==> src/rtl/nsc_pkg.sv <==
package nsc_pkg;

    // Longest line, newline included, before the line is flagged as overflow.
    localparam int unsigned MAX_LINE = 512;

    // Width of the line length field of a result.
    localparam int unsigned LEN_W = 10;
    localparam logic [LEN_W-1:0] MAX_LEN = LEN_W'(MAX_LINE);

    // Width of the packed result on the output stream, padded to whole bytes.
    localparam int unsigned RES_W = 1 + 3 + 8 + 8 + LEN_W;
    localparam int unsigned OUT_W = ((RES_W + 7) / 8) * 8;

    // Verdict codes.
    typedef logic [2:0] t_status;
    localparam t_status ST_OK       = 3'd0;
    localparam t_status ST_NODOLLAR = 3'd1;
    localparam t_status ST_NOSTAR   = 3'd2;
    localparam t_status ST_BADHEX   = 3'd3;
    localparam t_status ST_MISMATCH = 3'd4;
    localparam t_status ST_OVERFLOW = 3'd5;

    // Characters that frame a sentence.
    localparam logic [7:0] CH_DOLLAR  = 8'h24;
    localparam logic [7:0] CH_STAR    = 8'h2A;
    localparam logic [7:0] CH_NEWLINE = 8'h0A;

    // One verdict; the last member sits in the lowest bits.
    typedef struct packed {
        logic [LEN_W-1:0] line_length;
        logic [7:0]       received_sum;
        logic [7:0]       computed_sum;
        t_status          status;
        logic             line_ok;
    } t_result;

endpackage

==> src/rtl/nsc_in_stage.sv <==
module nsc_in_stage (
    input  logic       i_clk,
    input  logic       i_rst_n,
    input  logic       i_valid,
    input  logic [7:0] i_data,
    output logic       o_ready,
    input  logic       i_adv,
    output logic       o_valid,
    output logic [7:0] o_data
);
    import nsc_pkg::*;

    logic       r_valid;
    logic [7:0] r_data;

    // The register takes a new byte when it is empty or its byte moves on.
    assign o_ready = !r_valid || i_adv;

    always_ff @(posedge i_clk) begin
        if (!i_rst_n) begin
            r_valid <= 1'b0;
        end else if (o_ready) begin
            r_valid <= i_valid;
        end
    end

    always_ff @(posedge i_clk) begin
        if (o_ready && i_valid) begin
            r_data <= i_data;
        end
    end

    assign o_valid = r_valid;
    assign o_data  = r_data;

endmodule

==> src/rtl/nsc_line_check.sv <==
module nsc_line_check (
    input  logic            i_clk,
    input  logic            i_rst_n,
    input  logic            i_valid,
    input  logic [7:0]      i_data,
    input  logic            i_out_free,
    output logic            o_adv,
    output logic            o_fire,
    output nsc_pkg::t_result o_result
);
    import nsc_pkg::*;

    // Line phases.
    localparam logic [2:0] PH_START = 3'd0;
    localparam logic [2:0] PH_BODY  = 3'd1;
    localparam logic [2:0] PH_HEX1  = 3'd2;
    localparam logic [2:0] PH_HEX2  = 3'd3;
    localparam logic [2:0] PH_TAIL  = 3'd4;
    localparam logic [2:0] PH_ERR   = 3'd5;

    logic [2:0]       r_phase, n_phase;
    logic [7:0]       r_xor, n_xor;
    logic [7:0]       r_sum, n_sum;
    t_status          r_err, n_err;
    logic [LEN_W-1:0] r_cnt, n_cnt;

    logic       is_nl;
    logic       cnt_sat;
    logic [2:0] ph_eff;
    t_status    err_eff;
    logic [4:0] hex;
    t_status    status;

    // Decode an uppercase hex digit: bit 4 flags a byte that is not one.
    function automatic logic [4:0] hex_decode(input logic [7:0] c);
        logic [4:0] d;
        if (c >= 8'h30 && c <= 8'h39) begin
            d = {1'b0, c[3:0]};
        end else if (c >= 8'h41 && c <= 8'h46) begin
            d = {1'b0, c[3:0] + 4'd9};
        end else begin
            d = 5'h10;
        end
        return d;
    endfunction

    assign is_nl = (i_data == CH_NEWLINE);

    // A newline waits only while the result register is still held.
    assign o_adv  = i_valid && (!is_nl || i_out_free);
    assign o_fire = o_adv && is_nl;

    // The length saturates; the byte that finds it full forces overflow.
    assign cnt_sat = (r_cnt == MAX_LEN);
    assign ph_eff  = cnt_sat ? PH_ERR : r_phase;
    assign err_eff = cnt_sat ? ST_OVERFLOW : r_err;
    assign hex     = hex_decode(i_data);

    // Verdict at the end of the line.
    always_comb begin
        if (err_eff != ST_OK) begin
            status = err_eff;
        end else begin
            unique case (ph_eff) inside
                PH_START: status = ST_NODOLLAR;
                PH_BODY:  status = ST_NOSTAR;
                PH_HEX1,
                PH_HEX2:  status = ST_BADHEX;
                default:  status = (r_xor == r_sum) ? ST_OK : ST_MISMATCH;
            endcase
        end
    end

    always_comb begin
        o_result.line_ok      = (status == ST_OK);
        o_result.status       = status;
        o_result.computed_sum = (status == ST_OK || status == ST_BADHEX ||
                                 status == ST_MISMATCH) ? r_xor : 8'h00;
        o_result.received_sum = (status == ST_OK || status == ST_MISMATCH) ? r_sum : 8'h00;
        o_result.line_length  = cnt_sat ? r_cnt : r_cnt + 1'b1;
    end

    // Next state of the line parser.
    always_comb begin
        n_phase = ph_eff;
        n_xor   = r_xor;
        n_sum   = r_sum;
        n_err   = err_eff;
        n_cnt   = cnt_sat ? r_cnt : r_cnt + 1'b1;
        if (is_nl) begin
            n_phase = PH_START;
            n_xor   = 8'h00;
            n_sum   = 8'h00;
            n_err   = ST_OK;
            n_cnt   = '0;
        end else begin
            unique case (ph_eff)
                PH_START: begin
                    if (i_data == CH_DOLLAR) begin
                        n_phase = PH_BODY;
                    end else begin
                        n_phase = PH_ERR;
                        n_err   = ST_NODOLLAR;
                    end
                end
                PH_BODY: begin
                    if (i_data == CH_STAR) begin
                        n_phase = PH_HEX1;
                    end else begin
                        n_xor = r_xor ^ i_data;
                    end
                end
                PH_HEX1: begin
                    if (hex[4]) begin
                        n_phase = PH_ERR;
                        n_err   = ST_BADHEX;
                    end else begin
                        n_sum   = {hex[3:0], 4'h0};
                        n_phase = PH_HEX2;
                    end
                end
                PH_HEX2: begin
                    if (hex[4]) begin
                        n_phase = PH_ERR;
                        n_err   = ST_BADHEX;
                    end else begin
                        n_sum   = {r_sum[7:4], hex[3:0]};
                        n_phase = PH_TAIL;
                    end
                end
                default: begin
                end
            endcase
        end
    end

    always_ff @(posedge i_clk) begin
        if (!i_rst_n) begin
            r_phase <= PH_START;
            r_xor   <= 8'h00;
            r_sum   <= 8'h00;
            r_err   <= ST_OK;
            r_cnt   <= '0;
        end else if (o_adv) begin
            r_phase <= n_phase;
            r_xor   <= n_xor;
            r_sum   <= n_sum;
            r_err   <= n_err;
            r_cnt   <= n_cnt;
        end
    end

    // The count never passes the saturation point.
    a_cnt_bound: assert property (@(posedge i_clk) disable iff (!i_rst_n)
        r_cnt <= MAX_LEN)
        else $error("line count beyond saturation");

    // A sticky failure always parks the parser in the error phase.
    a_err_phase: assert property (@(posedge i_clk) disable iff (!i_rst_n)
        (r_err != ST_OK) |-> (r_phase == PH_ERR))
        else $error("failure code outside the error phase");

    // An overflow verdict reports the saturated length.
    a_ovf_len: assert property (@(posedge i_clk) disable iff (!i_rst_n)
        (o_fire && o_result.status == ST_OVERFLOW) |-> (o_result.line_length == MAX_LEN))
        else $error("overflow verdict with short length");

    // A delivered newline starts the next line from scratch.
    a_line_restart: assert property (@(posedge i_clk) disable iff (!i_rst_n)
        o_fire |=> (r_cnt == '0 && r_phase == PH_START && r_xor == 8'h00))
        else $error("line state not cleared after newline");

endmodule

==> src/rtl/nsc_out_stage.sv <==
module nsc_out_stage (
    input  logic             i_clk,
    input  logic             i_rst_n,
    input  logic             i_load,
    input  nsc_pkg::t_result i_result,
    input  logic             i_ready,
    output logic             o_free,
    output logic             o_valid,
    output nsc_pkg::t_result o_result
);
    import nsc_pkg::*;

    logic    r_valid;
    t_result r_result;

    // The register can take a verdict when empty or being drained.
    assign o_free = !r_valid || i_ready;

    always_ff @(posedge i_clk) begin
        if (!i_rst_n) begin
            r_valid <= 1'b0;
        end else if (i_load) begin
            r_valid <= 1'b1;
        end else if (i_ready) begin
            r_valid <= 1'b0;
        end
    end

    always_ff @(posedge i_clk) begin
        if (i_load) begin
            r_result <= i_result;
        end
    end

    assign o_valid  = r_valid;
    assign o_result = r_result;

endmodule

==> src/rtl/nmea_sentence_checksum_check_core.sv <==
// NMEA sentence checker: bytes of the serial stream come in one per request on the
// slave side, and every newline yields one verdict request on the master side with
// the status, the computed and received checksums and the line length (saturated at
// the maximum line size). Bytes are taken one every clock cycle unless held back as
// below; a byte passes the input register and then the parsing logic, and a verdict
// is loaded into the result register as its newline leaves the input register. Only
// a newline can be held back, and only while the previous verdict still sits unread
// in the result register; the bytes behind it wait with it, and otherwise bytes flow
// at full rate regardless of the master side.
module nmea_sentence_checksum_check_core (
    input  logic                      i_clk,
    input  logic                      i_rst_n,
    input  logic                      s_axis_tvalid,
    output logic                      s_axis_tready,
    input  logic [7:0]                s_axis_tdata,   // [7:0] rx_byte
    output logic                      m_axis_tvalid,
    input  logic                      m_axis_tready,
    // [0] line_ok, [3:1] status, [11:4] computed_sum, [19:12] received_sum,
    // [29:20] line_length, [31:30] zero
    output logic [nsc_pkg::OUT_W-1:0] m_axis_tdata
);
    import nsc_pkg::*;

    logic       in_valid;
    logic [7:0] in_byte;
    logic       adv;
    logic       fire;
    logic       out_free;
    t_result    result;
    t_result    out_result;

    // Input register.
    nsc_in_stage u_in (
        .i_clk   (i_clk),
        .i_rst_n (i_rst_n),
        .i_valid (s_axis_tvalid),
        .i_data  (s_axis_tdata),
        .o_ready (s_axis_tready),
        .i_adv   (adv),
        .o_valid (in_valid),
        .o_data  (in_byte)
    );

    // Line parser and checksum compare.
    nsc_line_check u_check (
        .i_clk      (i_clk),
        .i_rst_n    (i_rst_n),
        .i_valid    (in_valid),
        .i_data     (in_byte),
        .i_out_free (out_free),
        .o_adv      (adv),
        .o_fire     (fire),
        .o_result   (result)
    );

    // Result register.
    nsc_out_stage u_out (
        .i_clk    (i_clk),
        .i_rst_n  (i_rst_n),
        .i_load   (fire),
        .i_result (result),
        .i_ready  (m_axis_tready),
        .o_free   (out_free),
        .o_valid  (m_axis_tvalid),
        .o_result (out_result)
    );

    // Pack the verdict with zero padding on top.
    assign m_axis_tdata = {{(OUT_W - RES_W){1'b0}}, out_result};

endmodule

==> config.mk <==
export PLATFORM = sky130hd
export DESIGN_NAME = nmea_sentence_checksum_check_core
export DESIGN_NICKNAME = d
export VERILOG_FILES = /design/src/rtl/nsc_pkg.sv /design/src/rtl/nsc_in_stage.sv /design/src/rtl/nsc_line_check.sv /design/src/rtl/nsc_out_stage.sv /design/src/rtl/nmea_sentence_checksum_check_core.sv
export SDC_FILE = /design/constraint.sdc
export NUM_CORES = 1
export LEC_CHECK = 0
export BUFFER_PORTS_ARGS = -buffer_cell sky130_fd_sc_hd__buf_2
export CORE_AREA = 2 2 82 84
export DETAILED_ROUTE_END_ITERATION = 10
export DIE_AREA = 0 0 84 86
export GPL_ROUTABILITY_DRIVEN = 0
export PLACE_DENSITY_LB_ADDON = 0.15
export SYNTH_ARGS = -nofsm -noshare
export SYNTH_HDL_FRONTEND = slang
export SYNTH_SLANG_ARGS = --single-unit
==> constraint.sdc <==
create_clock -name i_clk -period 2.5 [get_ports i_clk]
set_input_delay 0.5 -clock i_clk [delete_from_list [all_inputs] [get_ports i_clk]]
set_output_delay 0.5 -clock i_clk [all_outputs]
set_load 0.05 [all_outputs]
==> metrics.txt <==
1st-iter DRT viols=262; sequential cell area=approximately 1800 um2; Layout Skew=9.04 ps; Ys Warns=0; ys async rst share=0%; Post-Syn Instances=321; DR vias=2,601; via/cell ratio=5.74; IO Count=between 40 and 50; hold_buf cts=0; Max Fclk=~0.41 GHz; Max-Slew Margin vs Limit=58.4%; largest net degree at the start of global routing=31; Synth cell types=64; RSZ-0062 raised after global routing=false; # rows=29; footprint of the multi-input gates=1530 um2; htree depth=3; DR pass1 iterations=5; max incr delay on CP=between 400 and 500 ps; CTS Buf Count=9; clk_lat worst skew=350 ps; Starting Density=56.0%; Startpoint Class=flop; layout cell share with drive strength beyond 1=23.7%; leakage power=~1.5 nW; Comb pwr share=7.6%; Core ar.=roughly 6300 um2; clk sinks=72; Sw Ratio=24.8%; IR drop worst, VDD=0.000409 V; post-synth top area cell=edfxtp_1; Most used DFF post-synth=edfxtp_1; Setup-failing EPs final=0; Slowest-stage cell, CP=edfxtp_1; min Tclk post-route=2420 ps; Antenna Cells=0; worst endpoint required time=2000 ps; Overflow after GRT=0; final worst-path cycle share=96.8%; count leader, synth=edfxtp_1; gr usage total=21.1%; Least-Margin Pin Slew=~610 ps; clk buf depth=2; top cell type's share of synthesized area=32.5%; EDFF count, synth=38; Reg clk slew, reported paths=80 ps; Antenna Violating Nets Remaining=0; area grow syn2layout=14.3%; CTS tree=built; drt wl/cell=about 16 um; crit end category=output port; flops & latches, synth=72; MaxCap Viol Count=0; CTS Root Cell=clkbuf_8; Highest Signal Layer=met4; power per cell area=593 nW/um2; DIE HEIGHT=86 um; DR WL met2=3260 um; Worst Path Class, Setup=flop to output port; Max Slew Vio Count=0; Hold WC Path Type=input pin to flop; Arr. time, crit path=1920 ps; Metal-1 WL=approximately 3400 um; # DRC=0; Int Power=1.79 mW; Cell Area, Placed=approximately 3800 um2; clock network fraction of total power=around 38%; vias in the first global route=roughly 2,300; CP max FO=3; status=complete, no violations; Detailed Route WL=7280 um; IO Port Bufs=43; final instance area=about 4000 um2; final hold violation count=0; Commonest cells post-synth=edfxtp_1, dfxtp_1, nor2_1; Avg Inst Size Synth=10.9 um2; HPWL after DPL=5180 um; global-route wire length before repair=between 10,000 and 15,000 um; register area share after synthesis=around 52%; Reg power frac=between 50% and 60%; routed wl met3=approximately 460 um; initial antenna violation count=0; crit-path cells=inv_2 > ha_1 > and4bb_2 > nand3_1 > or2_2 > buf_4; Mapped Area=around 3500 um2; Synth area leaders=edfxtp_1, dfxtp_1, xnor2_1; P_sw=590 uW; die width=between 80 and 90 um; TNS Setup=0 ps; Filler Cell Count=511; die area=7220 um2; Layout Nets=slightly below 400
==> state kept, by name, indices dropped and copies added (netlist names) <==
name             flops
u_check.r_cnt       10
u_check.r_err        3
u_check.r_phase      3
u_check.r_sum        8
u_check.r_xor        8
u_in.o_data          8
u_in.o_valid         1
u_out.o_result      30
u_out.o_valid        1
==> metrics by stage <==
stage | power [mW] | setup slack [ps] | hold WS [ps] | cells | utilization [%]
floorplan | 1.45 | 303 | 465 | 322 | -
global placement | 1.49 | 312 | 481 | 434 | 60.5
detailed placement | 1.49 | 264 | 493 | 434 | 60.5
global route | 2.47 | 1.32 | 310 | 453 | 64.0
finish | 2.38 | 80.5 | 322 | 453 | 64.0
CTS | 2.39 | 24.5 | 306 | 451 | 63.7
==> layout by cell type, fill, tap and decap left out, types with 2 or more instances in the layout <==
cell / n
clkbuf_8: 9
nand2b_1: 3
o21ai_0: 10
nor4_1: 4
a21oi_1: 18
dfxtp_1: 34
nor3b_1: 2
xor2_1: 8
o2bb2ai_1: 5
conb_1: 2
nand3_1: 18
o22ai_1: 5
inv_6: 2
clkinv_2: 2
ha_1: 6
a21boi_0: 2
and3_1: 5
a211oi_1: 4
or2_2: 3
nor2_1: 23
nor3_1: 3
a22oi_1: 8
inv_1: 14
buf_4: 12
nor2b_1: 15
a2111oi_4: 2
and2_1: 7
nand4bb_1: 2
o21bai_1: 2
or3_1: 3
edfxtp_1: 38
or3b_1: 2
buf_2: 42
nand2_1: 13
xnor2_1: 15
==> area by class of cell <==
type / count / share of cell area [%]
timing repair buffer: 55 / 7.98
tap: 77 / 2.40
sequential: 72 / 45.4
clock buffer: 9 / 3.09
multi-input combinational: 218 / 38.0
clock inverter: 7 / 1.71
inverter: 15 / 1.40
==> repair_timing <==
action | in CTS | in global routing
gates resized for setup | 1 | 2
pin swaps | 0 | 0
buffers inserted | 1 | 2
setup endpoints to repair | 1 | 1
==> worst paths after layout <==
kind	start	endpoint	slack, ps	depth (start not counted)
setup / recovery	u_in.o_data[0]	s_axis_tready	80	6
hold reg to reg	u_check.r_sum[7]	u_check.r_sum[7]	510	1
hold / removal	s_axis_tdata[2]	u_in.o_data[2]	320	1
setup reg to reg	u_in.o_data[0]	u_check.r_err[2]	250	8
==> worst max-delay path, delay by kind of cell, from the launching register on <==
kind | cells | cell delay [ps]
simple gates | 3 | 660
flops | 1 | 410
buf+inv | 2 | 310
fa+ha+maj | 1 | 210
==> per-layer routing <==
| metal | global-route usage, % | vias to the layer above |
|---|---|---|
| li1 | - | 1274 |
| met1 | 30.2 | 1209 |
| met2 | 30.4 | 101 |
| met3 | 4.52 | 17 |
| met4 | 10.9 | 0 |
| met5 | 0 | - |
==> power groups by stage <==
stage | clock [mW] | combinational, mW | sequential [mW]
after floorplan | 0 | 0.146 | 1.30
after global placement | 0 | 0.169 | 1.32
after detailed placement | 0 | 0.172 | 1.32
after CTS | 0.922 | 0.177 | 1.29
after global routing | 0.975 | 0.199 | 1.30
final | 0.906 | 0.182 | 1.29
==> kinds of logic (layout without fill, tap and decap cells) <==
logic type | Yosys count | count (layout) | share of synthesized area [%]
other | 1 | 2 | 0.107
DFF | 72 | 72 | 51.9
buffers and inverters | 32 | 86 | 4.77
muxes | 2 | 2 | 0.605
and+or+nand+nor | 114 | 114 | 18.5
xor gates and xnor gates | 23 | 23 | 5.73
adders and majority gates | 6 | 6 | 2.14
AOI/OAI and AO/OA | 71 | 71 | 16.3
Note: power is estimated with default switching activity, not from simulation.
